### src/sv/pse_pkg.sv
package pse_pkg;

  localparam int VALUE_W = 32;

  typedef enum logic [1:0] {
    CMD_NUM  = 2'd0,
    CMD_OPER = 2'd1,
    CMD_END  = 2'd2
  } cmd_e;

  typedef enum logic [1:0] {
    OP_ADD = 2'd0,
    OP_SUB = 2'd1,
    OP_MUL = 2'd2,
    OP_DIV = 2'd3
  } op_e;

  typedef enum logic [2:0] {
    ST_OK        = 3'd0,
    ST_UNDERFLOW = 3'd1,
    ST_FULL      = 3'd2,
    ST_LEFTOVER  = 3'd3,
    ST_DIVZERO   = 3'd4
  } status_e;

  typedef struct packed {
    cmd_e                      cmd;
    logic signed [VALUE_W-1:0] operand_value;
    op_e                       op_code;
  } in_word_t;

  typedef struct packed {
    status_e                   status;
    logic signed [VALUE_W-1:0] result_value;
  } out_word_t;

  typedef struct packed {
    logic start;
    op_e  op;
  } alu_req_t;

  typedef enum logic [2:0] {
    S_IDLE,
    S_RD_B,
    S_RD_A,
    S_EXEC,
    S_END_RD,
    S_EMIT
  } ctl_state_e;

  typedef enum logic [2:0] {
    A_IDLE,
    A_MUL1,
    A_MUL2,
    A_MUL3,
    A_DIV,
    A_FIX,
    A_DONE
  } alu_state_e;

endpackage

### src/sv/pse_ram.sv
module pse_ram #(
  parameter int WIDTH = 32,
  parameter int DEPTH = 64
) (
  input  logic                     clk_i,
  input  logic                     we_i,
  input  logic [$clog2(DEPTH)-1:0] waddr_i,
  input  logic [WIDTH-1:0]         wdata_i,
  input  logic [$clog2(DEPTH)-1:0] raddr_i,
  output logic [WIDTH-1:0]         rdata_o
);

  logic [WIDTH-1:0] mem_q [DEPTH];
  logic [WIDTH-1:0] rdata_q;

  always_ff @(posedge clk_i) begin
    if (we_i) begin
      mem_q[waddr_i] <= wdata_i;
    end
    rdata_q <= mem_q[raddr_i];
  end

  assign rdata_o = rdata_q;

endmodule

### src/sv/pse_alu.sv
module pse_alu #(
  parameter int DATA_WIDTH = 32
) (
  input  logic                     clk_i,
  input  logic                     rst_ni,
  input  pse_pkg::alu_req_t        req_i,
  input  logic [DATA_WIDTH-1:0]    a_i,
  input  logic [DATA_WIDTH-1:0]    b_i,
  output logic                     done_o,
  output logic [DATA_WIDTH-1:0]    result_o
);

  localparam int HALF_W = (DATA_WIDTH + 1) / 2;
  localparam int PROD_W = 2 * HALF_W;
  localparam int CNT_W  = $clog2(DATA_WIDTH);

  pse_pkg::alu_state_e state_q, state_d;

  logic [DATA_WIDTH-1:0] a_q, a_d;
  logic [DATA_WIDTH-1:0] b_q, b_d;
  logic [DATA_WIDTH-1:0] acc_q, acc_d;
  logic [DATA_WIDTH-1:0] rem_q, rem_d;
  logic [PROD_W-1:0]     prod_q, prod_d;
  logic [CNT_W-1:0]      cnt_q, cnt_d;
  logic                  neg_q, neg_d;

  logic [HALF_W-1:0]     m_x, m_y;
  logic [PROD_W-1:0]     prod;
  logic [DATA_WIDTH-1:0] rem_sh;
  logic [DATA_WIDTH:0]   diff;

  // one shared half-width multiplier: low x low, high x low, low x high
  always_comb begin
    unique case (state_q)
      pse_pkg::A_MUL1: begin
        m_x = HALF_W'(a_q[DATA_WIDTH-1:HALF_W]);
        m_y = b_q[HALF_W-1:0];
      end
      pse_pkg::A_MUL2: begin
        m_x = a_q[HALF_W-1:0];
        m_y = HALF_W'(b_q[DATA_WIDTH-1:HALF_W]);
      end
      default: begin
        m_x = a_i[HALF_W-1:0];
        m_y = b_i[HALF_W-1:0];
      end
    endcase
    prod = PROD_W'(m_x) * PROD_W'(m_y);
  end

  // restoring divide step on magnitudes, quotient shifts into a_q
  always_comb begin
    rem_sh = {rem_q[DATA_WIDTH-2:0], a_q[DATA_WIDTH-1]};
    diff   = {1'b0, rem_sh} - {1'b0, b_q};
  end

  always_comb begin
    state_d = state_q;
    a_d     = a_q;
    b_d     = b_q;
    acc_d   = acc_q;
    rem_d   = rem_q;
    prod_d  = prod_q;
    cnt_d   = cnt_q;
    neg_d   = neg_q;
    done_o  = 1'b0;
    unique case (state_q)
      pse_pkg::A_IDLE: begin
        if (req_i.start) begin
          a_d = a_i;
          b_d = b_i;
          case (req_i.op)
            pse_pkg::OP_ADD: begin
              acc_d   = a_i + b_i;
              state_d = pse_pkg::A_DONE;
            end
            pse_pkg::OP_SUB: begin
              acc_d   = a_i - b_i;
              state_d = pse_pkg::A_DONE;
            end
            pse_pkg::OP_MUL: begin
              prod_d  = prod;
              state_d = pse_pkg::A_MUL1;
            end
            default: begin
              neg_d   = a_i[DATA_WIDTH-1] ^ b_i[DATA_WIDTH-1];
              a_d     = a_i[DATA_WIDTH-1] ? -a_i : a_i;
              b_d     = b_i[DATA_WIDTH-1] ? -b_i : b_i;
              rem_d   = '0;
              cnt_d   = '0;
              state_d = pse_pkg::A_DIV;
            end
          endcase
        end
      end
      pse_pkg::A_MUL1: begin
        acc_d   = DATA_WIDTH'(prod_q);
        prod_d  = prod;
        state_d = pse_pkg::A_MUL2;
      end
      pse_pkg::A_MUL2: begin
        acc_d   = acc_q + (DATA_WIDTH'(prod_q) << HALF_W);
        prod_d  = prod;
        state_d = pse_pkg::A_MUL3;
      end
      pse_pkg::A_MUL3: begin
        acc_d   = acc_q + (DATA_WIDTH'(prod_q) << HALF_W);
        state_d = pse_pkg::A_DONE;
      end
      pse_pkg::A_DIV: begin
        a_d   = {a_q[DATA_WIDTH-2:0], ~diff[DATA_WIDTH]};
        rem_d = diff[DATA_WIDTH] ? rem_sh : diff[DATA_WIDTH-1:0];
        cnt_d = cnt_q + CNT_W'(1);
        if (cnt_q == CNT_W'(DATA_WIDTH - 1)) begin
          state_d = pse_pkg::A_FIX;
        end
      end
      pse_pkg::A_FIX: begin
        acc_d   = neg_q ? -a_q : a_q;
        state_d = pse_pkg::A_DONE;
      end
      pse_pkg::A_DONE: begin
        done_o  = 1'b1;
        state_d = pse_pkg::A_IDLE;
      end
      default: begin
        state_d = pse_pkg::A_IDLE;
      end
    endcase
  end

  always_ff @(posedge clk_i or negedge rst_ni) begin
    if (!rst_ni) begin
      state_q <= pse_pkg::A_IDLE;
      cnt_q   <= '0;
    end else begin
      state_q <= state_d;
      cnt_q   <= cnt_d;
    end
  end

  always_ff @(posedge clk_i) begin
    a_q    <= a_d;
    b_q    <= b_d;
    acc_q  <= acc_d;
    rem_q  <= rem_d;
    prod_q <= prod_d;
    neg_q  <= neg_d;
  end

  assign result_o = acc_q;

endmodule

### src/sv/postfix_stack_evaluator.sv
// Postfix expression evaluator over a stream of classified tokens (number, operator, end).
// The stack lives in a single-read-port RAM with a registered read, one item is worked at a
// time: an operator reads its two operands in turn; multiply forms three half-width partial
// products through one multiplier and divide makes one quotient bit per cycle; an end token
// reads the result off the stack, and any result or error word waits while the output word
// is stalled.
// A result word waits in an output register while the next token is taken, unless that
// token also has a result to emit. After an error on a number or operator token the stack is
// dropped and tokens are skipped up to the next end token, which is consumed silently.
module postfix_stack_evaluator #(
  parameter int STACK_DEPTH = 64,
  parameter int DATA_WIDTH  = 32
) (
  input  logic                clk_i,
  input  logic                rst_ni,
  input  logic                in_valid_i,
  output logic                in_stall_o,
  input  pse_pkg::in_word_t   in_word_i,
  output logic                out_valid_o,
  input  logic                out_stall_i,
  output pse_pkg::out_word_t  out_word_o
);

  localparam int DEPTH_W = $clog2(STACK_DEPTH + 1);
  localparam int ADDR_W  = $clog2(STACK_DEPTH);

  pse_pkg::ctl_state_e state_q, state_d;

  logic [DEPTH_W-1:0]                 depth_q, depth_d;
  logic                               skip_q, skip_d;
  logic                               out_valid_q, out_valid_d;
  pse_pkg::out_word_t                 out_word_q, out_word_d;
  logic [DATA_WIDTH-1:0]              b_q, b_d;
  pse_pkg::op_e                       op_q, op_d;
  pse_pkg::status_e                   st_q, st_d;
  logic signed [pse_pkg::VALUE_W-1:0] res_q, res_d;

  logic                  ram_we;
  logic [ADDR_W-1:0]     ram_waddr;
  logic [DATA_WIDTH-1:0] ram_wdata;
  logic [ADDR_W-1:0]     ram_raddr;
  logic [DATA_WIDTH-1:0] ram_rdata;

  pse_pkg::alu_req_t     alu_req;
  logic                  alu_done;
  logic [DATA_WIDTH-1:0] alu_result;

  pse_ram #(
    .WIDTH (DATA_WIDTH),
    .DEPTH (STACK_DEPTH)
  ) u_stack (
    .clk_i   (clk_i),
    .we_i    (ram_we),
    .waddr_i (ram_waddr),
    .wdata_i (ram_wdata),
    .raddr_i (ram_raddr),
    .rdata_o (ram_rdata)
  );

  pse_alu #(
    .DATA_WIDTH (DATA_WIDTH)
  ) u_alu (
    .clk_i    (clk_i),
    .rst_ni   (rst_ni),
    .req_i    (alu_req),
    .a_i      (ram_rdata),
    .b_i      (b_q),
    .done_o   (alu_done),
    .result_o (alu_result)
  );

  always_comb begin
    state_d       = state_q;
    depth_d       = depth_q;
    skip_d        = skip_q;
    b_d           = b_q;
    op_d          = op_q;
    st_d          = st_q;
    res_d         = res_q;
    out_valid_d   = out_valid_q && out_stall_i;
    out_word_d    = out_word_q;
    ram_we        = 1'b0;
    ram_waddr     = ADDR_W'(depth_q);
    ram_wdata     = DATA_WIDTH'(in_word_i.operand_value);
    ram_raddr     = ADDR_W'(depth_q - DEPTH_W'(1));
    alu_req.start = 1'b0;
    alu_req.op    = op_q;
    unique case (state_q)
      pse_pkg::S_IDLE: begin
        if (in_valid_i) begin
          unique case (in_word_i.cmd)
            pse_pkg::CMD_END: begin
              depth_d = '0;
              if (skip_q) begin
                skip_d = 1'b0;
              end else if (depth_q == '0) begin
                st_d    = pse_pkg::ST_UNDERFLOW;
                res_d   = '0;
                state_d = pse_pkg::S_EMIT;
              end else if (depth_q != DEPTH_W'(1)) begin
                st_d    = pse_pkg::ST_LEFTOVER;
                res_d   = '0;
                state_d = pse_pkg::S_EMIT;
              end else begin
                ram_raddr = '0;
                state_d   = pse_pkg::S_END_RD;
              end
            end
            pse_pkg::CMD_NUM: begin
              if (!skip_q) begin
                if (depth_q == DEPTH_W'(STACK_DEPTH)) begin
                  depth_d = '0;
                  skip_d  = 1'b1;
                  st_d    = pse_pkg::ST_FULL;
                  res_d   = '0;
                  state_d = pse_pkg::S_EMIT;
                end else begin
                  ram_we  = 1'b1;
                  depth_d = depth_q + DEPTH_W'(1);
                end
              end
            end
            pse_pkg::CMD_OPER: begin
              if (!skip_q) begin
                if (depth_q < DEPTH_W'(2)) begin
                  depth_d = '0;
                  skip_d  = 1'b1;
                  st_d    = pse_pkg::ST_UNDERFLOW;
                  res_d   = '0;
                  state_d = pse_pkg::S_EMIT;
                end else begin
                  // top of stack is being read this cycle
                  op_d    = in_word_i.op_code;
                  state_d = pse_pkg::S_RD_B;
                end
              end
            end
            default: begin
            end
          endcase
        end
      end
      pse_pkg::S_RD_B: begin
        b_d       = ram_rdata;
        ram_raddr = ADDR_W'(depth_q - DEPTH_W'(2));
        state_d   = pse_pkg::S_RD_A;
      end
      pse_pkg::S_RD_A: begin
        if (op_q == pse_pkg::OP_DIV && b_q == '0) begin
          depth_d = '0;
          skip_d  = 1'b1;
          st_d    = pse_pkg::ST_DIVZERO;
          res_d   = '0;
          state_d = pse_pkg::S_EMIT;
        end else begin
          alu_req.start = 1'b1;
          state_d       = pse_pkg::S_EXEC;
        end
      end
      pse_pkg::S_EXEC: begin
        ram_waddr = ADDR_W'(depth_q - DEPTH_W'(2));
        ram_wdata = alu_result;
        if (alu_done) begin
          ram_we  = 1'b1;
          depth_d = depth_q - DEPTH_W'(1);
          state_d = pse_pkg::S_IDLE;
        end
      end
      pse_pkg::S_END_RD: begin
        st_d    = pse_pkg::ST_OK;
        res_d   = pse_pkg::VALUE_W'($signed(ram_rdata));
        state_d = pse_pkg::S_EMIT;
      end
      pse_pkg::S_EMIT: begin
        if (!out_valid_q || !out_stall_i) begin
          out_valid_d = 1'b1;
          out_word_d  = '{status: st_q, result_value: res_q};
          state_d     = pse_pkg::S_IDLE;
        end
      end
      default: begin
        state_d = pse_pkg::S_IDLE;
      end
    endcase
  end

  always_ff @(posedge clk_i or negedge rst_ni) begin
    if (!rst_ni) begin
      state_q     <= pse_pkg::S_IDLE;
      depth_q     <= '0;
      skip_q      <= 1'b0;
      out_valid_q <= 1'b0;
    end else begin
      state_q     <= state_d;
      depth_q     <= depth_d;
      skip_q      <= skip_d;
      out_valid_q <= out_valid_d;
    end
  end

  always_ff @(posedge clk_i) begin
    b_q        <= b_d;
    op_q       <= op_d;
    st_q       <= st_d;
    res_q      <= res_d;
    out_word_q <= out_word_d;
  end

  assign in_stall_o  = (state_q != pse_pkg::S_IDLE);
  assign out_valid_o = out_valid_q;
  assign out_word_o  = out_word_q;

`ifndef SYNTH
  a_depth_bound: assert property (@(posedge clk_i) disable iff (!rst_ni)
    depth_q <= DEPTH_W'(STACK_DEPTH))
    else $error("stack depth beyond capacity");

  a_skip_empty: assert property (@(posedge clk_i) disable iff (!rst_ni)
    skip_q |-> depth_q == '0)
    else $error("stack not empty while skipping");

  a_err_zero: assert property (@(posedge clk_i) disable iff (!rst_ni)
    out_valid_o && out_word_o.status != pse_pkg::ST_OK |-> out_word_o.result_value == '0)
    else $error("error word carries a nonzero value");

  a_alu_done_exec: assert property (@(posedge clk_i) disable iff (!rst_ni)
    alu_done |-> state_q == pse_pkg::S_EXEC)
    else $error("arithmetic unit finished outside execute");

  a_push_depth: assert property (@(posedge clk_i) disable iff (!rst_ni)
    in_valid_i && !in_stall_o && in_word_i.cmd == pse_pkg::CMD_NUM && !skip_q &&
    depth_q != DEPTH_W'(STACK_DEPTH) |=> depth_q == $past(depth_q) + DEPTH_W'(1))
    else $error("push did not grow the stack");
`endif

endmodule

### config.mk
export PLATFORM = sky130hd
export DESIGN_NAME = postfix_stack_evaluator
export DESIGN_NICKNAME = d
export VERILOG_FILES = /design/src/sv/pse_pkg.sv /design/src/sv/pse_ram.sv /design/src/sv/pse_alu.sv /design/src/sv/postfix_stack_evaluator.sv
export SDC_FILE = /design/constraint.sdc
export NUM_CORES = 2
export LEC_CHECK = 0
export BUFFER_PORTS_ARGS = -buffer_cell sky130_fd_sc_hd__buf_2
export CAP_MARGIN = 30
export CORE_ASPECT_RATIO = 1.2
export CORE_MARGIN = 4
export CORE_UTILIZATION = 51
export CTS_BUF_LIST = sky130_fd_sc_hd__clkbuf_8
export DETAILED_ROUTE_END_ITERATION = 10
export GPL_TIMING_DRIVEN = 0
export PLACE_DENSITY = 0.66
export SLEW_MARGIN = 20
export SYNTH_ARGS = -nofsm -noshare
export SYNTH_HDL_FRONTEND = slang
export SYNTH_SLANG_ARGS = --single-unit
### constraint.sdc
create_clock -name clk_i -period 12 [get_ports clk_i]
set_clock_uncertainty 0.05 [all_clocks]
set_input_delay 1.8 -clock clk_i [delete_from_list [all_inputs] [get_ports clk_i]]
set_output_delay 1.8 -clock clk_i [all_outputs]
set_load 0.05 [all_outputs]
======== Yosys cells after proc, flatten, opt, wreduce, memory -nomap -nowiden ========
Memories as Yosys holds them, arrays and structs flattened. A register that Yosys moved wholly into a read port is not among the register bits.
Index checks and enable logic that the tools add are counted.
storage, ports and cells
  RAM bits ................................ 2,048
  flip-flop bits (word level) ............. 284
  input port bits ......................... 40
  memories ................................ 1
  logic and storage cells ................. 207
operators by class
  equality and inequality tests ........... 35
  $add $sub $neg .......................... 11
  $mul .................................... 1
  bitwise operators ....................... 5
  $lt $le $gt $ge ......................... 1
  reduce and logical (&&, ||, !) cells .... 36
  multiplexer cells ....................... 99
memories
  memory         words  bits a word  rd ports  clocked after Yosys merged registers in  wr ports  line           text
  u_stack.mem_q  64     32           1         1                                        1         pse_ram.sv:13  logic [WIDTH-1:0] mem_q [DEPTH];
operators with widths
  cell                                            count
  32-bit two-way mux                              19
  32-bit one-hot mux with 2 select lines          3
  32-bit one-hot mux with 3 select lines          2
  32-bit one-hot mux with 4 select lines          1
  32-bit negator                                  3
  31-bit two-way mux                              3
  32-bit adder                                    2
  16-bit one-hot mux with 2 select lines          2
  31-bit one-hot mux with 2 select lines          1
  3-bit two-way mux                               20
  7-bit two-way mux                               7
  7-bit one-hot mux with 3 select lines           2
  6-bit two-way mux                               6
  32-bit by 32-bit subtractor with 33-bit output  1
  32-bit zero test                                1
  16-bit by 16-bit multiplier with 32-bit output  1
  32-bit subtractor                               1
  3-bit one-hot mux with 3 select lines           3
  1-bit two-way mux                               20
  3-bit != test, second input constant            6
  3-bit one-hot mux with 6 select lines           1
  8-bit AND reduction                             2
  3-bit equality test, second input constant      5
  3-bit one-hot mux with 5 select lines           1
  40 further kinds                                75

======== Depth between registers and ports, before layout ========
  depth after elaboration ................. 8
  depth in mapped cells ................... 30
  mapped depth without buffers ............ 27

======== Cells and area by module ========
From an unflattened synthesis, not the netlist that was laid out.
second synthesis, totals
  cell total of the unflattened synthesis .. 6,538
  area, all modules ....................... 106,315.7 sq um
by module, submodules not included
  module                   area each (sq um)  times used  cells each  sequential area each (sq um)
  pse_ram                  79,039.6           1           3,511       62,139.6
  pse_alu                  22,145.0           1           2,589       5,004.8
  postfix_stack_evaluator  5,131.2            1           438         3,423.3

======== Worst setup path after synthesis ========
OpenSTA, ideal clock, no wires.
  path type ............................... reg2reg
  start point ............................. register u_alu.state_q[1]
  end point ............................... register u_alu.prod_q[31] (data pin)
  library setup time ...................... 0.260 ns
  cell stages (with the launch flop) ...... 28
  clock period less this slack ............ 7.432 ns
  required time ........................... 11.690 ns
  slack ................................... 4.568 ns
  arrival ................................. 7.122 ns
  cell sequence ........................... dfrtp_1 > clkbuf_1 > clkinv_1 > nor2_1 > clkbuf_1 > a22oi_1 > o22ai_1 > clkbuf_1 > nor2_1 > fa_1 > inv_1 > fa_1 > fa_1 > fa_1 > inv_1 > fa_1 > inv_1 > fa_1 > inv_1 > ha_1 > o21a_1 > o21ai_0 > a31oi_1 > o311ai_0 > o311ai_0 > a31o_2 > a21oi_1 > xnor2_1
on the way
  cells in the longest elaborated chain, start to end .. 6
ends and longest elaborated chain
  item                                                                                                                     line            text
  start: declaration                                                                                                       pse_alu.sv:17   pse_pkg::alu_state_e state_q, state_d;
  start signal: assignment                                                                                                 pse_alu.sv:134  state_q <= pse_pkg::A_IDLE;
  start signal: assignment                                                                                                 pse_alu.sv:137  state_q <= state_d;
  3-bit by 2-bit equality test with 1-bit output / 3-bit by 1-bit equality test with 1-bit output (equally long branches)  pse_alu.sv:34   unique case (state_q)
  16-bit one-hot mux with 2 select lines                                                                                   pse_alu.sv:34
  16-bit by 16-bit multiplier with 32-bit output (*)                                                                       pse_alu.sv:48   prod = PROD_W'(m_x) * PROD_W'(m_y);
  net u_alu.prod[31]                                                                                                       pse_alu.sv:28   logic [PROD_W-1:0] prod;
  32-bit two-way mux                                                                                                       pse_alu.sv:72   case (req_i.op)
  32-bit two-way mux                                                                                                       pse_alu.sv:69   if (req_i.start) begin
  32-bit one-hot mux with 2 select lines (*)                                                                               pse_alu.sv:67   unique case (state_q)
  end signal: assignment                                                                                                   pse_alu.sv:147  prod_q <= prod_d;
  end: declaration                                                                                                         pse_alu.sv:23   logic [PROD_W-1:0] prod_q, prod_d;
Mark *: on every way through the listed nets, which the timed path passes. The rest lies on a longest branch. The select of a mux whose other input is x is not followed.
A chain may end at the register's enable or synchronous reset.

======== Worst setup path in the final report ========
Ends and elaborated chain as after synthesis.

==> results.md <==
- Status: completed
- Root buffer cell: clkbuf_8
- Area Overhead vs Synth: 13.1%
- Final #Nets: 8132
- # rows: 183
- Worst Hold Path EP: out_word_o[4]$_DFFE_PP_
- Die ar.: 216000 um^2
- Resized cells post-CTS: 0
- Cell repeated most along the worst path: fa_1
- Slew Limit Fails: 0
- # IOs: 77
- Filler cell count: 16.2k
- CTS buffer count: 376
- Sequential cell area: 70600 um^2
- Avg WL per Cell: 29.4 um
- Via count: 65.2k
- Slew @ Worst Pin: 1.08 ns
- Floorplan core area: 207000 um^2
- Final Critical Period: 10.28 ns
- Synthesized area: 107000 um^2
- Fin crit share: 85.6%
- Util after Layout: 58.0%
- Crit end category: flop
- Vias in the first global route: 65.5k
- Slowest CP cell: o22ai_2
- Crit path max-delay family: adder cells
- Max-slew headroom: 28.1%
- Worst endpoint required time: 12.70 ns
- Post-CTS Hold Buffers: 0
- Die H: 509 um
- # H-tree levels: 5
- Max-capacitance violation count: 0
- Hpwl dp: 230000 um
- First-pass GRT wire length: 455000 um
- Final Cell Area: 120000 um^2
- Final setup viols: 0
- Congestion Overflow GR: 0
- Final Wtd Congestion: 1.15
- Total track usage: 29.3%
- Register area share after synthesis: 66.3%
- Hold Worst Slack: 0.340 ns
- Number of iterations in the first detailed-routing pass: 8
- Fmax achieved: 97.3 MHz
- Crit path launch type: flop
- Clock Path Buffers: 4
- Cells after synthesis: 7117
- WP buf/inv: 8
- RR Endpoint: u_alu.prod_q[31]$_DFFE_PP_
- Die Wd: 425 um
- WHS Path Cells: 0
- Primary FF master, synth: edfxtp_1
- PortBufs: 76
- # clock sinks: 2364
- Post-CTS setup buffer count: 0
- CTS clk-pin slew, worst paths: 0.06 ns
- Final ANT Viol Nets: 0
- Final hold violation count: 0
- Net count after synthesis: 7549
- Wirelength, routed: 316000 um
- Vias per Instance: 6.05
- Iter 0 DRT Violations: 7256
- Commonest cells after routing, fill and taps aside: 2312 x edfxtp_1, 895 x nand2_1, 428 x nor2_1
- EDFF count, synth: 2312
- Crit-path max cell delay: 0.80 ns
- Worst-Skew Late Latency: 1.10 ns
- Share of layout cells above drive strength 1: 16.9%
- Antenna violations before repair: 8
- Crit-path max FO: 10
- Crit path DAT: 10.98 ns
- Multi-input gate area: 33900 um^2
- Hold Path Class: flop to flop
- Setup repair after global routing missed its margin: false
- Avg Cell Area, Syn: 15.0 um^2
- CP Depth: 27
- Commonest non-fill, non-tap cell in the layout: edfxtp_1
- Initial Util: 51.3%
- Placed Area: 113000 um^2
- Largest net degree at the start of global routing: 65
- #FFs+latches synth: 2364
- Crit Path Class: flop to flop
- CTS tree: built
- R2R setup slack: 1.72 ns
- Library cells used by synthesis: 85
- Hold Crit Start: res_q[4]$_SDFFCE_PP0P_
- DRC: 0
- Synth Warn #: 0
- Worst r2r src: u_alu.state_q[1]$_DFFE_PN0P_
- Reg2Reg Depth: 27
- Async S/R FF share, synth: 0.846%
- Setup TNS: 0 ns
## cell usage after synthesis (11+ instances only)
master    number  area, um^2
a211oi_1      19         143
a21o_1        46         345
a21oi_1      207        1040
a221oi_2      29         435
a22oi_1       42         315
a311oi_1      32         280
a31oi_1      111         694
and2_1        37         231
and3_1        71         444
buf_1         42         158
buf_2         84         420
buf_4         30         225
clkbuf_1     221         830
dfrtp_1       20         500
dfxtp_1       32         641
edfxtp_1    2312       69400
fa_1         197        3940
ha_1         195        2440
inv_1        297        1110
mux2i_1       92         921
mux4_2       388        8740
nand2_1      927        3480
nand2b_1      26         163
nand3_1      290        1450
nand4_1       75         469
nor2_1       493        1850
nor2b_1       22         138
nor3_1        46         230
nor3b_1       11        82.6
nor4_1        14        87.6
o211ai_1      12        90.1
o21a_1        11        82.6
o21ai_0      136         681
o21bai_1      15         113
o22ai_1       71         444
o31ai_1       23         173
or2_2         15        93.8
or3_1         84         526
xnor2_1      117        1020
xor2_1        95         832
## routing by layer
metal | vias up | global-route usage [%] | share of wire (%)
li1 | 28200 | - | -
met1 | 33200 | 36.9 | 37
met2 | 3131 | 47.8 | 48
met3 | 724 | 5.34 | 7.7
met4 | 0 | 17.2 | 6.8
met5 | - | 0 | 0
## sequential cells by signal (all words and copies together), names as in the netlist, 31 cells and up
signal and cells:
b_q 32, out_word_o 35, res_q 32, u_alu.a_q 32, u_alu.b_q 32, u_alu.prod_q 32
u_alu.rem_q 31, u_alu.result_o 32, u_stack.mem_q 2048, u_stack.rdata_o 32
## final cells by class
class / instances / share of cell area (%)
Sequential cell: 2364 / 58.6
Multi-Input combinational cell: 4069 / 28.2
Clock buffer: 390 / 4.46
Tap cell: 2775 / 2.88
Timing Repair Buffer: 205 / 2.37
Buffer: 384 / 1.42
Clock inverter: 272 / 1.16
Inverter: 300 / 0.935
Antenna cell: 6 / 0.0125
## worst max path at each step
stage                                       from                    endpoint  slack (ns)
floorplan           u_alu.state_q[1]$_DFFE_PN0P_  u_alu.prod_q[31]$_DFFE_PP_        4.57
global placement    u_alu.state_q[1]$_DFFE_PN0P_  u_alu.prod_q[31]$_DFFE_PP_        1.29
detailed placement  u_alu.state_q[1]$_DFFE_PN0P_  u_alu.prod_q[31]$_DFFE_PP_        1.64
CTS                 u_alu.state_q[1]$_DFFE_PN0P_  u_alu.prod_q[31]$_DFFE_PP_        1.57
global route        u_alu.state_q[1]$_DFFE_PN0P_  u_alu.prod_q[31]$_DFFE_PP_        1.37
finish              u_alu.state_q[1]$_DFFE_PN0P_  u_alu.prod_q[31]$_DFFE_PP_        1.72
## through the flow
| stage | cells | worst slack (ns) |
|---|---|---|
| 4_1_cts | 10700 | 1.57 |
| 6_report | 10800 | 1.72 |
| 2_1_floorplan | 7117 | 4.57 |
| 3_5_place_dp | 10100 | 1.64 |
| 3_3_place_gp | 9968 | 1.29 |
| 5_1_grt | 10800 | 1.37 |
## cells by family (layout without fill, tap and decap cells)
| kind of cell | after synthesis | count (layout) | share of synthesized area [%] |
|---|---|---|---|
| xor+xnor | 212 | 212 | 1.74 |
| compound gates | 841 | 841 | 5.28 |
| fa+ha+maj | 392 | 392 | 5.99 |
| buf+inv | 684 | 1551 | 2.66 |
| mux | 482 | 482 | 9.09 |
| flops | 2364 | 2364 | 66.3 |
| other cells | 0 | 6 | 0 |
| simple gates | 2142 | 2142 | 8.97 |
## worst reg2reg max path: cells and delay by family (launching register included)
family | cells | cell delay, ns
DFF | 1 | 0.32
buffers and inverters | 8 | 2.21
AOI/OAI and AO/OA | 9 | 3.41
and+or+nand+nor | 2 | 0.41
adders and majority gates | 7 | 3.48
xor gates and xnor gates | 1 | 0.12
Power is not shown: default switching activity piles up to over one toggle a cycle in this logic, so the estimate is an artifact.
